<file path="src/grid_walk_count_matrix_power_top_macros.svh">
// assertion macros for the walk counter
`ifndef GRID_WALK_COUNT_MATRIX_POWER_TOP_MACROS_SVH
`define GRID_WALK_COUNT_MATRIX_POWER_TOP_MACROS_SVH
// implication checked on every clock edge outside reset
`define GW_ASSERT_IMP(label, ante, cons) \
    label: assert property (@(posedge clk) disable iff (!rst_n) (ante) |-> (cons)) \
        else $error("assertion failed");
// implication checked in the cycle after the antecedent
`define GW_ASSERT_NEXT(label, ante, cons) \
    label: assert property (@(posedge clk) disable iff (!rst_n) (ante) |=> (cons)) \
        else $error("assertion failed");
`endif

</file>
<file path="src/gwcmp_pkg.sv">
`timescale 1ns / 1ps
package gwcmp_pkg;
    localparam int MAX_CELLS_DEF = 32;
    localparam logic [29:0] MODULUS = 30'd1000000007;
    localparam logic [1:0] KIND_QUERY   = 2'd0;
    localparam logic [1:0] KIND_BLOCK   = 2'd1;
    localparam logic [1:0] KIND_UNBLOCK = 2'd2;
    localparam logic [2:0] ADDR_ROWS = 3'd0;
    localparam logic [2:0] ADDR_COLS = 3'd4;

    typedef enum logic [3:0] {
        ST_IDLE, ST_BUILD, ST_CHECK, ST_APPLY, ST_APPLY_CP, ST_SQUARE,
        ST_SQUARE_CP, ST_EVENT, ST_OUT
    } state_t;

    typedef struct packed {
        logic start;
        logic [29:0] acc;
        logic [29:0] a;
        logic [29:0] b;
    } mac_req_t;

    // conditional subtract for values below 2*MODULUS
    function automatic logic [29:0] mod_fold(input logic [30:0] v);
        logic [30:0] d;
        d = v - {1'b0, MODULUS};
        return v >= {1'b0, MODULUS} ? d[29:0] : v[29:0];
    endfunction
endpackage

</file>
<file path="src/gwcmp_mac.sv">
`timescale 1ns / 1ps
// modular multiply-accumulate: acc + a*b mod p, bit-serial over 30 steps
module gwcmp_mac
    import gwcmp_pkg::*;
(
    input  logic        clk,
    input  logic        rst_n,
    input  mac_req_t    req,
    output logic        done,
    output logic [29:0] result
);
    logic [29:0] r_reg, r_next;
    logic [29:0] a_reg, a_next;
    logic [29:0] b_reg, b_next;
    logic [4:0]  cnt_reg, cnt_next;
    logic        busy_reg, busy_next;
    logic        done_reg, done_next;
    logic [29:0] dbl;
    logic [29:0] add;

    always_comb
    begin
        dbl = mod_fold({r_reg, 1'b0});
        add = mod_fold({1'b0, dbl} + {1'b0, a_reg});
        r_next = r_reg;
        a_next = a_reg;
        b_next = b_reg;
        cnt_next = cnt_reg;
        busy_next = busy_reg;
        done_next = 1'b0;
        if (req.start)
        begin
            r_next = req.acc;
            a_next = req.a;
            b_next = req.b;
            cnt_next = 5'd0;
            busy_next = 1'b1;
        end
        else if (busy_reg)
        begin
            // horner on b, msb first; an acc seeded into r would be doubled at every
            // step, so r starts at zero and the seed is added at the end instead
            r_next = b_reg[29] ? add : dbl;
            b_next = {b_reg[28:0], 1'b0};
            cnt_next = cnt_reg + 5'd1;
            if (cnt_reg == 5'd29)
            begin
                busy_next = 1'b0;
                done_next = 1'b1;
            end
        end
    end

    logic [29:0] seed_reg, seed_next;
    always_comb seed_next = req.start ? req.acc : seed_reg;

    always_ff @(posedge clk or negedge rst_n)
    begin
        if (!rst_n)
        begin
            busy_reg <= 1'b0;
            done_reg <= 1'b0;
            cnt_reg  <= 5'd0;
        end
        else
        begin
            busy_reg <= busy_next;
            done_reg <= done_next;
            cnt_reg  <= cnt_next;
        end
    end

    always_ff @(posedge clk)
    begin
        r_reg <= req.start ? 30'd0 : r_next;
        a_reg <= a_next;
        b_reg <= b_next;
        seed_reg <= seed_next;
    end

    assign done = done_reg;
    assign result = mod_fold({1'b0, r_reg} + {1'b0, seed_reg});
endmodule
</file>
<file path="config.mk">
export PLATFORM = sky130hd
export DESIGN_NAME = gwcmp_mac
export DESIGN_NICKNAME = d
export VERILOG_FILES = /design/src/grid_walk_count_matrix_power_top_macros.svh /design/src/gwcmp_pkg.sv /design/src/gwcmp_mac.sv
export SDC_FILE = /design/constraint.sdc
export NUM_CORES = 1
export LEC_CHECK = 0
export BUFFER_PORTS_ARGS = -buffer_cell sky130_fd_sc_hd__buf_2
export CAP_MARGIN = 20
export CELL_PAD_IN_SITES_DETAIL_PLACEMENT = 1
export CELL_PAD_IN_SITES_GLOBAL_PLACEMENT = 1
export CORE_MARGIN = 2
export CORE_UTILIZATION = 40
export CTS_CLUSTER_DIAMETER = 150
export DETAILED_ROUTE_END_ITERATION = 12
export GPL_ROUTABILITY_DRIVEN = 0
export PLACE_DENSITY_LB_ADDON = 0.1
export SETUP_SLACK_MARGIN = 0.02
export SYNTH_ARGS = -nofsm -noshare
export SYNTH_HDL_FRONTEND = slang
export SYNTH_SLANG_ARGS = --single-unit
</file>
<file path="constraint.sdc">
create_clock -name clk -period 7 [get_ports clk]
set_clock_uncertainty 0.05 [all_clocks]
set_input_delay 0.7 -clock clk [delete_from_list [all_inputs] [get_ports clk]]
set_output_delay 0.7 -clock clk [all_outputs]
set_load 0.03 [all_outputs]
</file>
==> flow_summary_export.csv, run 1 <==
group,metric,value,unit
critical_path,worstSetupPathType,"flip-flop to primary output",
yosys,synthXorXnorAreaFrac,0.0862,
power,p_sw,3.83,mW
clocking,cts_buffer_depth,2,
floorplan,die_h,170,um
sta,slew_headroom,0.387,
floorplan,rows,60,
routing,vias,10000,
yosys,synth-seq-cells,127,
routing,totalWireLength,32.5,mm
global_route,grt_max_degree,78,
routing,drt-vias-per-instance,5.92,
critical_path,critPathArrivalTime,5.71,ns
power,peakVddDrop,213,uV
place,place_hpwl,25.4,mm
power,swShare,0.545,
routing,drc,0,
clocking,htreeDepth,4,
routing,dr.pass1.iters,5,
yosys,synthMuxAreaShare,0.0366,
floorplan,start_util,0.407,
yosys,synth_nets,1404,
yosys,ys_seq_area_frac,0.317,
sta,drv_slew,0,
yosys,synthTopCellsByArea,"edfxtp_1, ha_1, dfxtp_1",
yosys,synth-compound-area-share,0.260,
clocking,clk_pin_slew,0.06,ns
layout,instances_no_fill,1690,
critical_path,worstPathCellList,"ha_1, fa_1, a211oi_1, o211ai_1, a31oi_1, o21ai_0, xor2_1, nor4_1, nor4b_1, a211oi_1, o21ai_1, a21o_2, nand4b_1, xnor2_1, buf_2",
place,io_buffers,123,
clocking,worstSkewPairLatency,0.43,ns
power,clockPowerShare,0.121,
layout,multiInputGateArea,0.00713,mm^2
sta,hold_viol_final,0,
routing,drtIter0Drc,540,
outcome,status,"finished clean",
power,leakagePower,4.99,nW
global_route,global_route.overflow_total,0,
place,place_inst,1658,
sta,timing.final.crit_share,0.923,
global_route,grt_pass1_wl,52.1,mm
power,comb_power_share,0.727,
sta,clock.fmax,155,MHz
critical_path,critPathSlowestCell,"nor4_1",
routing,routedWlPerCell,19.2,um
power,intPower,3.19,mW
yosys,synth-edff-count,90,
min_path,hold_class,"primary input to async pin",
clocking,cts_resized,0,
sta,tightest_slew,0.920,ns
layout,fillers,3203,
critical_path,critPathMaxStageDelay,0.57,ns
critical_path,cp-start-kind,"flip-flop",
yosys,yosys.area_share.adder,0.0778,
clocking,root_buffer,"clkbuf_16",
yosys,synth_top_family_by_area,"compound AO/OA/AOI/OAI gates",
global_route,grtUsageTotal,0.227,
power,p_seq_frac,0.152,
power,power.density,567,mW/mm^2
layout,drive_gt1_frac,0.170,
clocking,hold_buffers,0,
run,drv_cap,0,
critical_path,crit_top_cell,"a211oi_1",
sta,rsz0062_at_grt,"false",
critical_path,cp-end-kind,"primary output",
sta,fin_crit,6.46,ns
sta,fin_setup_tns,0,ns
layout,diodes,0,
yosys,syn_avg_cell_area,8.82,um^2
critical_path,crit_fanout,31,
sta,setup_viol,0,
yosys,synth.cell_area,0.0110,mm^2
layout,layout.nets,1496,
yosys,synth.top_cell.area_share,0.246,
critical_path,worst-r2r-cell-count,23,
floorplan,dieWidth,170,um
yosys,syn_inst,1244,
critical_path,required,6.25,ns
floorplan,pin_count,124,
yosys,yosysWarningCount,0,
yosys,synthFlopType,"edfxtp_1",
floorplan,die_area,0.0288,mm^2
floorplan,core,0.0270,mm^2
yosys,synth_area_leader_cell,"edfxtp_1",
layout,seq_area,0.00348,mm^2
yosys,ys_top_cells_by_count,"a21oi_1, nand2_1, edfxtp_1",
yosys,synth_most_common_cell,"a21oi_1",
global_route,grt_pass1_vias,9894,
yosys,yosys.area_share.simple,0.190,
clocking,numCtsBuffers,17,
clocking,post_cts_buffers,0,
clocking,numClockSinks,127,
clocking,cts_tree,"done",
routing,ant_nets,0,
layout,synthToLayoutAreaGrowth,12.8,%
yosys,async_flop_share,0.0551,
global_route,antenna_found_initial,0,
yosys,synth.distinct_cells,94,
power groups by stage:
stage,clock [mW],sequential (mW),combinational (mW)
4_1_cts,0.873,1.07,5.08
2_1_floorplan,0,1.02,3.92
6_report,0.849,1.07,5.10
3_5_place_dp,0,1.08,5.05
3_3_place_gp,0,1.08,4.99
5_1_grt,0.897,1.09,5.66
placed cells by master, fill, tap and decap left out, drive strengths merged, types with 30 or more instances in the layout:
cell	instances
nor3	34
nor2	77
o21ai	88
inv	35
a21oi	106
edfxtp	90
xor2	47
xnor2	61
ha	65
dfxtp	30
a21o	38
buf	130
nand2	101
nand3	45
mux2	33
critical path: cells and delay by family, from the launching register on:
kind | cells | cell delay, ns
buffers and inverters | 1 | 0.22
AOI/OAI and AO/OA | 7 | 2.30
xor gates and xnor gates | 2 | 0.45
DFF | 1 | 0.41
and+or+nand+nor | 3 | 1.19
adders and majority gates | 2 | 0.70
metal layers:
metal | track usage | vias up | part of all wire
met5 | 0 | - | 0
met4 | 0.0550 | 0 | 0.014
met3 | 0.0306 | 35 | 0.034
met2 | 0.365 | 203 | 0.45
met1 | 0.323 | 4829 | 0.50
li1 | - | 4941 | -
final cells by class:
type | instances | share of cell area
clock buffer | 19 | 0.0350
clock inverter | 13 | 0.00859
inverter | 30 | 0.00910
multi-input combinational | 1030 | 0.576
sequential | 127 | 0.281
tap | 341 | 0.0345
timing repair buffer | 130 | 0.0558
through the flow:
| stage | hold WS (ns) | total power [mW] | setup slack, ns | util | instance area (um^2) |
|---|---|---|---|---|---|
| after floorplan | 0.354 | 4.95 | 1.58 | - | 11000 |
| after global placement | 0.478 | 6.07 | 0.743 | 0.438 | 11800 |
| after detailed placement | 0.483 | 6.13 | 0.464 | 0.439 | 11800 |
| after CTS | 0.0269 | 7.02 | 0.444 | 0.459 | 12400 |
| after global routing | 0.0361 | 7.64 | 0.119 | 0.459 | 12400 |
| final | 0.0442 | 7.02 | 0.541 | 0.459 | 12400 |
kinds of logic (layout without fill, tap and decap cells):
kind of cell,after synthesis,after routing
buf+inv,87,192
fa+ha+maj,67,67
compound gates,417,417
mux,36,36
simple gates,402,402
flops,127,127
xor+xnor,108,108
final timing paths:
path	start	to	slack, ns
setup / recovery	r_reg[0]$_SDFFE_PP0P_	result[8]	0.54
hold / removal	rst_n	done$_DFF_PN0_	0.04
setup reg to reg	r_reg[2]$_SDFFE_PP0P_	r_reg[10]$_SDFFE_PP0P_	0.56
hold reg to reg	b_reg[6]$_DFFE_PP_	b_reg[7]$_DFFE_PP_	0.49
max in group asynchronous	rst_n	cnt_reg[0]$_DFFE_PN0P_	6.70
min in group clk	req[37]	a_reg[7]$_DFFE_PP_	0.39
(Power assumes the default switching activity.)
==> run 2: changes to the inputs <==
- PLACE_DENSITY_LB_ADDON: 0.1 -> 0.25
==> flow_summary_export.csv, run 2 (same netlist as run 1, synthesis figures left out) <==
group,metric,value,unit
outcome,status,"finished clean",
layout,synthToLayoutAreaGrowth,13.8,%
routing,drt-vias-per-instance,5.94,
clocking,numClockSinks,127,
critical_path,required,7.28,ns
power,power,7.19,mW
critical_path,r2r_end,"r_reg[10]$_SDFFE_PP0P_",
clocking,htreeDepth,4,
floorplan,start_util,0.407,
floorplan,dieWidth,170,um
routing,totalWireLength,33.1,mm
place,place_ws,0.401,ns
power,leakagePower,5.02,nW
min_path,hold_class,"primary input to async pin",
critical_path,cp-start-kind,"flip-flop",
clocking,cts_tree,"done",
clocking,root_buffer,"clkbuf_16",
global_route,antenna_found_initial,0,
clocking,clk_pin_slew,0.07,ns
sta,slew_headroom,0.419,
routing,routedWlPerCell,19.5,um
critical_path,critPathArrivalTime,6.74,ns
layout,final_cell_mix,"buf_2, a21oi_1, nand2_1",
sta,timing.final.crit_share,0.922,
critical_path,worstSetupPathType,"flip-flop to flip-flop",
global_route,global_route.overflow_total,0,
global_route,grt_pass1_vias,10100,
layout,layout.nets,1501,
floorplan,die_area,0.0288,mm^2
clocking,cts_buffer_depth,2,
routing,dr.pass1.iters,5,
layout,diodes,0,
sta,hold_viol_final,0,
layout,final_common_cell,"buf_2",
clocking,worstSkewPairLatency,0.44,ns
global_route,grt_pass1_wl,53.3,mm
place,io_buffers,123,
routing,ant_nets,0,
routing,drtIter0Drc,585,
critical_path,cp-end-kind,"flip-flop",
sta,clock.fmax,155,MHz
floorplan,rows,60,
sta,tightest_slew,0.871,ns
floorplan,core,0.0270,mm^2
floorplan,pin_count,124,
power,peakVddDrop,212,uV
floorplan,die_h,170,um
sta,setup_slack,0.548,ns
sta,setup_viol,0,
power,power.density,576,mW/mm^2
layout,fillers,3200,
sta,rsz0062_at_grt,"false",
layout,drive_gt1_frac,0.175,
critical_path,regToRegSetupSlack,0.55,ns
critical_path,worst-r2r-cell-count,23,
critical_path,crit_fanout,21,
sta,fin_setup_tns,0,ns
place,place_hpwl,25.4,mm
sta,drv_slew,0,
global_route,grtUsageTotal,0.232,
run,drv_cap,0,
clocking,hold_buffers,0,
global_route,grt_max_degree,70,
critical_path,reg2reg_from,"r_reg[3]$_SDFFE_PP0P_",
routing,vias,10100,
sta,fin_crit,6.45,ns
routing,drc,0,
clocking,numCtsBuffers,17,
run 2: routing by layer:
metal | vias to the layer above | share of wire | global-route usage
met3 | 34 | 0.030 | 0.0268
met2 | 201 | 0.46 | 0.378
met4 | 0 | 0.018 | 0.0602
met5 | - | 0 | 0
met1 | 4886 | 0.49 | 0.327
li1 | 4943 | - | -
run 2: worst max path at each step:
| stage | from | endpoint |
|---|---|---|
| finish | r_reg[3]$_SDFFE_PP0P_ | r_reg[10]$_SDFFE_PP0P_ |
| global route | r_reg[2]$_SDFFE_PP0P_ | r_reg[10]$_SDFFE_PP0P_ |
| CTS | r_reg[2]$_SDFFE_PP0P_ | r_reg[10]$_SDFFE_PP0P_ |
| detailed placement | r_reg[2]$_SDFFE_PP0P_ | r_reg[10]$_SDFFE_PP0P_ |
| global placement | r_reg[2]$_SDFFE_PP0P_ | r_reg[3]$_SDFFE_PP0P_ |
| floorplan | r_reg[2]$_SDFFE_PP0P_ | r_reg[10]$_SDFFE_PP0P_ |
run 2: repair_timing:
item                                    4_1_cts  5_1_grt
setup buffers                                 0        1
gates resized for setup                       0        4
endpoints found under the setup margin        0       19
run 2: cell type report:
class                           count  area (um^2)  share of cell area
Multi-Input combinational cell   1030         7140               0.572
Sequential cell                   127         3480               0.279
Inverter                           30          113             0.00902
Tap cell                          341          427              0.0342
Clock buffer                       17          425              0.0341
Clock inverter                     15          160              0.0128
Timing Repair Buffer              135          736              0.0589
run 2: through the flow:
step | util | instance area [um^2] | hold WS (ns) | cells
final | 0.463 | 12500 | 0.0420 | 1695
after global routing | 0.463 | 12500 | 0.0414 | 1695
after CTS | 0.461 | 12400 | 0.0388 | 1693
after detailed placement | 0.440 | 11800 | 0.486 | 1661
after global placement | 0.439 | 11800 | 0.475 | 1660
after floorplan | - | 11000 | 0.354 | 1244
run 2: critical path: stages (launching register included):
cell	delay, ns
dfxtp_1	0.48
inv_1	0.08
ha_1	0.21
and4b_1	0.22
or3_1	0.40
nand3_1	0.10
a31oi_1	0.14
inv_2	0.24
nand2_1	0.13
nor3_1	0.19
xor2_1	0.34
ha_2	0.43
nand4_1	0.17
o22ai_1	0.15
nor2_1	0.31
o211a_1	0.30
nor2_1	0.11
o311ai_4	0.45
nand3b_4	0.15
a2111oi_4	0.51
a21oi_2	0.22
buf_8	0.22
or4b_1	0.50
a31oi_1	0.24
run 2: power breakdown:
group	total (mW)	switching [mW]	internal, mW
registers	1.07	0.143	0.926
logic	5.21	3.35	1.85
clock network	0.907	0.429	0.478
total	7.19	3.93	3.26
==> run 3: changes to the inputs <==
--- a/config.mk
+++ b/config.mk
@@ -11,3 +11,2 @@
 export CELL_PAD_IN_SITES_GLOBAL_PLACEMENT = 1
-export CORE_MARGIN = 2
 export CORE_UTILIZATION = 40
==> constraint.sdc (replaced) <==
create_clock -name clk -period 7 [get_ports clk]
set_clock_uncertainty 0.05 [all_clocks]
set_input_delay 0 -clock clk [delete_from_list [all_inputs] [get_ports clk]]
set_output_delay 0 -clock clk [all_outputs]
set_load 0.03 [all_outputs]
==> flow_summary_export.csv, run 3 (same netlist as run 1, synthesis figures left out) <==
group,metric,value,unit
outcome,status,"finished clean",
sta,clock.fmax,152,MHz
sta,drv_slew,0,
clocking,worstSkewPairLatency,0.44,ns
clocking,cts_buffer_depth,2,
critical_path,critPathArrivalTime,6.87,ns
sta,setup_viol,0,
routing,drt-vias-per-instance,5.90,
place,io_buffers,123,
clocking,clk_pin_slew,0.08,ns
global_route,global_route.overflow_total,0,
floorplan,pin_count,124,
layout,fin_util,0.498,
place,place_inst,1660,
floorplan,rows,60,
layout,synthToLayoutAreaGrowth,22.4,%
routing,drtIter0Drc,645,
sta,fin_setup_tns,0,ns
routing,routedWlPerCell,19.9,um
floorplan,die_h,168,um
critical_path,critPathMaxStageDelay,0.57,ns
clocking,post_cts_buffers,0,
critical_path,crit_top_cell,"a31oi_1",
floorplan,die_area,0.0281,mm^2
critical_path,required,7.30,ns
min_path,hold_class,"primary input to flip-flop",
critical_path,crit_fanout,20,
routing,totalWireLength,35.5,mm
sta,tightest_slew,0.955,ns
layout,instances_no_fill,1786,
floorplan,core,0.0270,mm^2
critical_path,crit_family,"simple AND/OR/NAND/NOR gates",
critical_path,worstPathCellList,"inv_1, ha_1, and4b_1, or3_1, nand3_1, a31oi_1, buf_4, clkinvlp_4, nand2_1, nor3_1, xor2_1, ha_2, a21oi_2, o21ai_0, nand4_1, a31oi_1, a2111oi_1, nor4b_4, nand3b_4, a2111oi_4, a21oi_4, or4b_1, a31oi_1",
run,drv_cap,0,
critical_path,worst-r2r-cell-count,23,
global_route,grt_max_degree,75,
sta,fin_crit,6.57,ns
global_route,grtUsageTotal,0.256,
routing,vias,10500,
clocking,numCtsBuffers,17,
critical_path,cp-start-kind,"flip-flop",
global_route,grt_pass1_vias,10900,
sta,hold_viol_final,0,
sta,slew_headroom,0.363,
place,place_hpwl,25.3,mm
min_path,whs_path_depth,2,
routing,drc,0,
layout,final_cell_mix,"buf_2, a21oi_1, nand2_1",
routing,ant_nets,0,
floorplan,start_util,0.407,
layout,final_common_cell,"buf_2",
clocking,cts_tree,"done",
layout,diodes,0,
floorplan,dieWidth,168,um
power,peakVddDrop,202,uV
critical_path,crit_cells,23,
power,power,7.29,mW
critical_path,critPathBufInv,3,
sta,timing.final.crit_share,0.938,
critical_path,worstSetupPathType,"flip-flop to flip-flop",
clocking,htreeDepth,4,
power,power.density,543,mW/mm^2
layout,layout.nets,1592,
critical_path,critPathSlowestCell,"a2111oi_4",
power,leakagePower,5.41,nW
global_route,antenna_found_initial,0,
critical_path,cp-end-kind,"flip-flop",
layout,drive_gt1_frac,0.163,
global_route,grt_pass1_wl,57.2,mm
clocking,root_buffer,"clkbuf_16",
sta,rsz0062_at_grt,"false",
routing,dr.pass1.iters,6,
clocking,numClockSinks,127,
run 3: cell types whose count changed in the layout (fill, tap and decap cells not counted), moves of 2 or more:
cell	change
bufinv_16	+2
dlygate4sd3_1	+93
inv_6	+4
inv_8	-4
run 3: per-stage QoR:
step	cell area (um^2)	setup slack [ns]	hold slack, ns
after floorplan	11000	1.58	-0.346
after global placement	11800	0.545	-0.207
after detailed placement	11800	0.286	-0.208
after CTS	13400	0.253	0.195
after global routing	13400	0.0708	0.218
final	13400	0.432	0.214
run 3: worst paths after layout:
path	start	end	slack, ns
max reg2reg	r_reg[2]$_SDFFE_PP0P_	r_reg[10]$_SDFFE_PP0P_	0.43
max	r_reg[2]$_SDFFE_PP0P_	r_reg[10]$_SDFFE_PP0P_	0.43
min	req[40]	a_reg[10]$_DFFE_PP_	0.21
min reg2reg	b_reg[22]$_DFFE_PP_	b_reg[23]$_DFFE_PP_	0.50
max in group asynchronous	rst_n	cnt_reg[2]$_DFFE_PN0P_	6.14
min in group asynchronous	rst_n	cnt_reg[1]$_DFFE_PN0P_	0.49
run 3: where the power goes:
part           total (mW)  internal [mW]  switching, mW
combinational        5.26           1.87           3.39
sequential           1.07          0.926          0.145
clock               0.962          0.545          0.417
total                7.29           3.34           3.95
run 3: cell type report:
class	count	area (um^2)
multi-input combinational	1030	7140
tap	341	427
clock buffer	17	425
sequential	127	3480
fill	3147	13500
timing repair buffer	226	1640
inverter	30	116
clock inverter	15	194
run 3: what timing repair did:
action | in CTS | in global routing
gates resized for setup | 0 | 3
endpoints found under the hold margin | 99 | 0
endpoints found under the setup margin | 0 | 25
hold buffers | 93 | 0
run 3: layer usage:
metal  up-vias  wire length (um)  GRT usage
met1      5132             16900      0.339
met5         -                 0          0
met2       233             16800      0.435
met3        53              1040     0.0295
li1       5124                 -          -
met4         0               742     0.0774
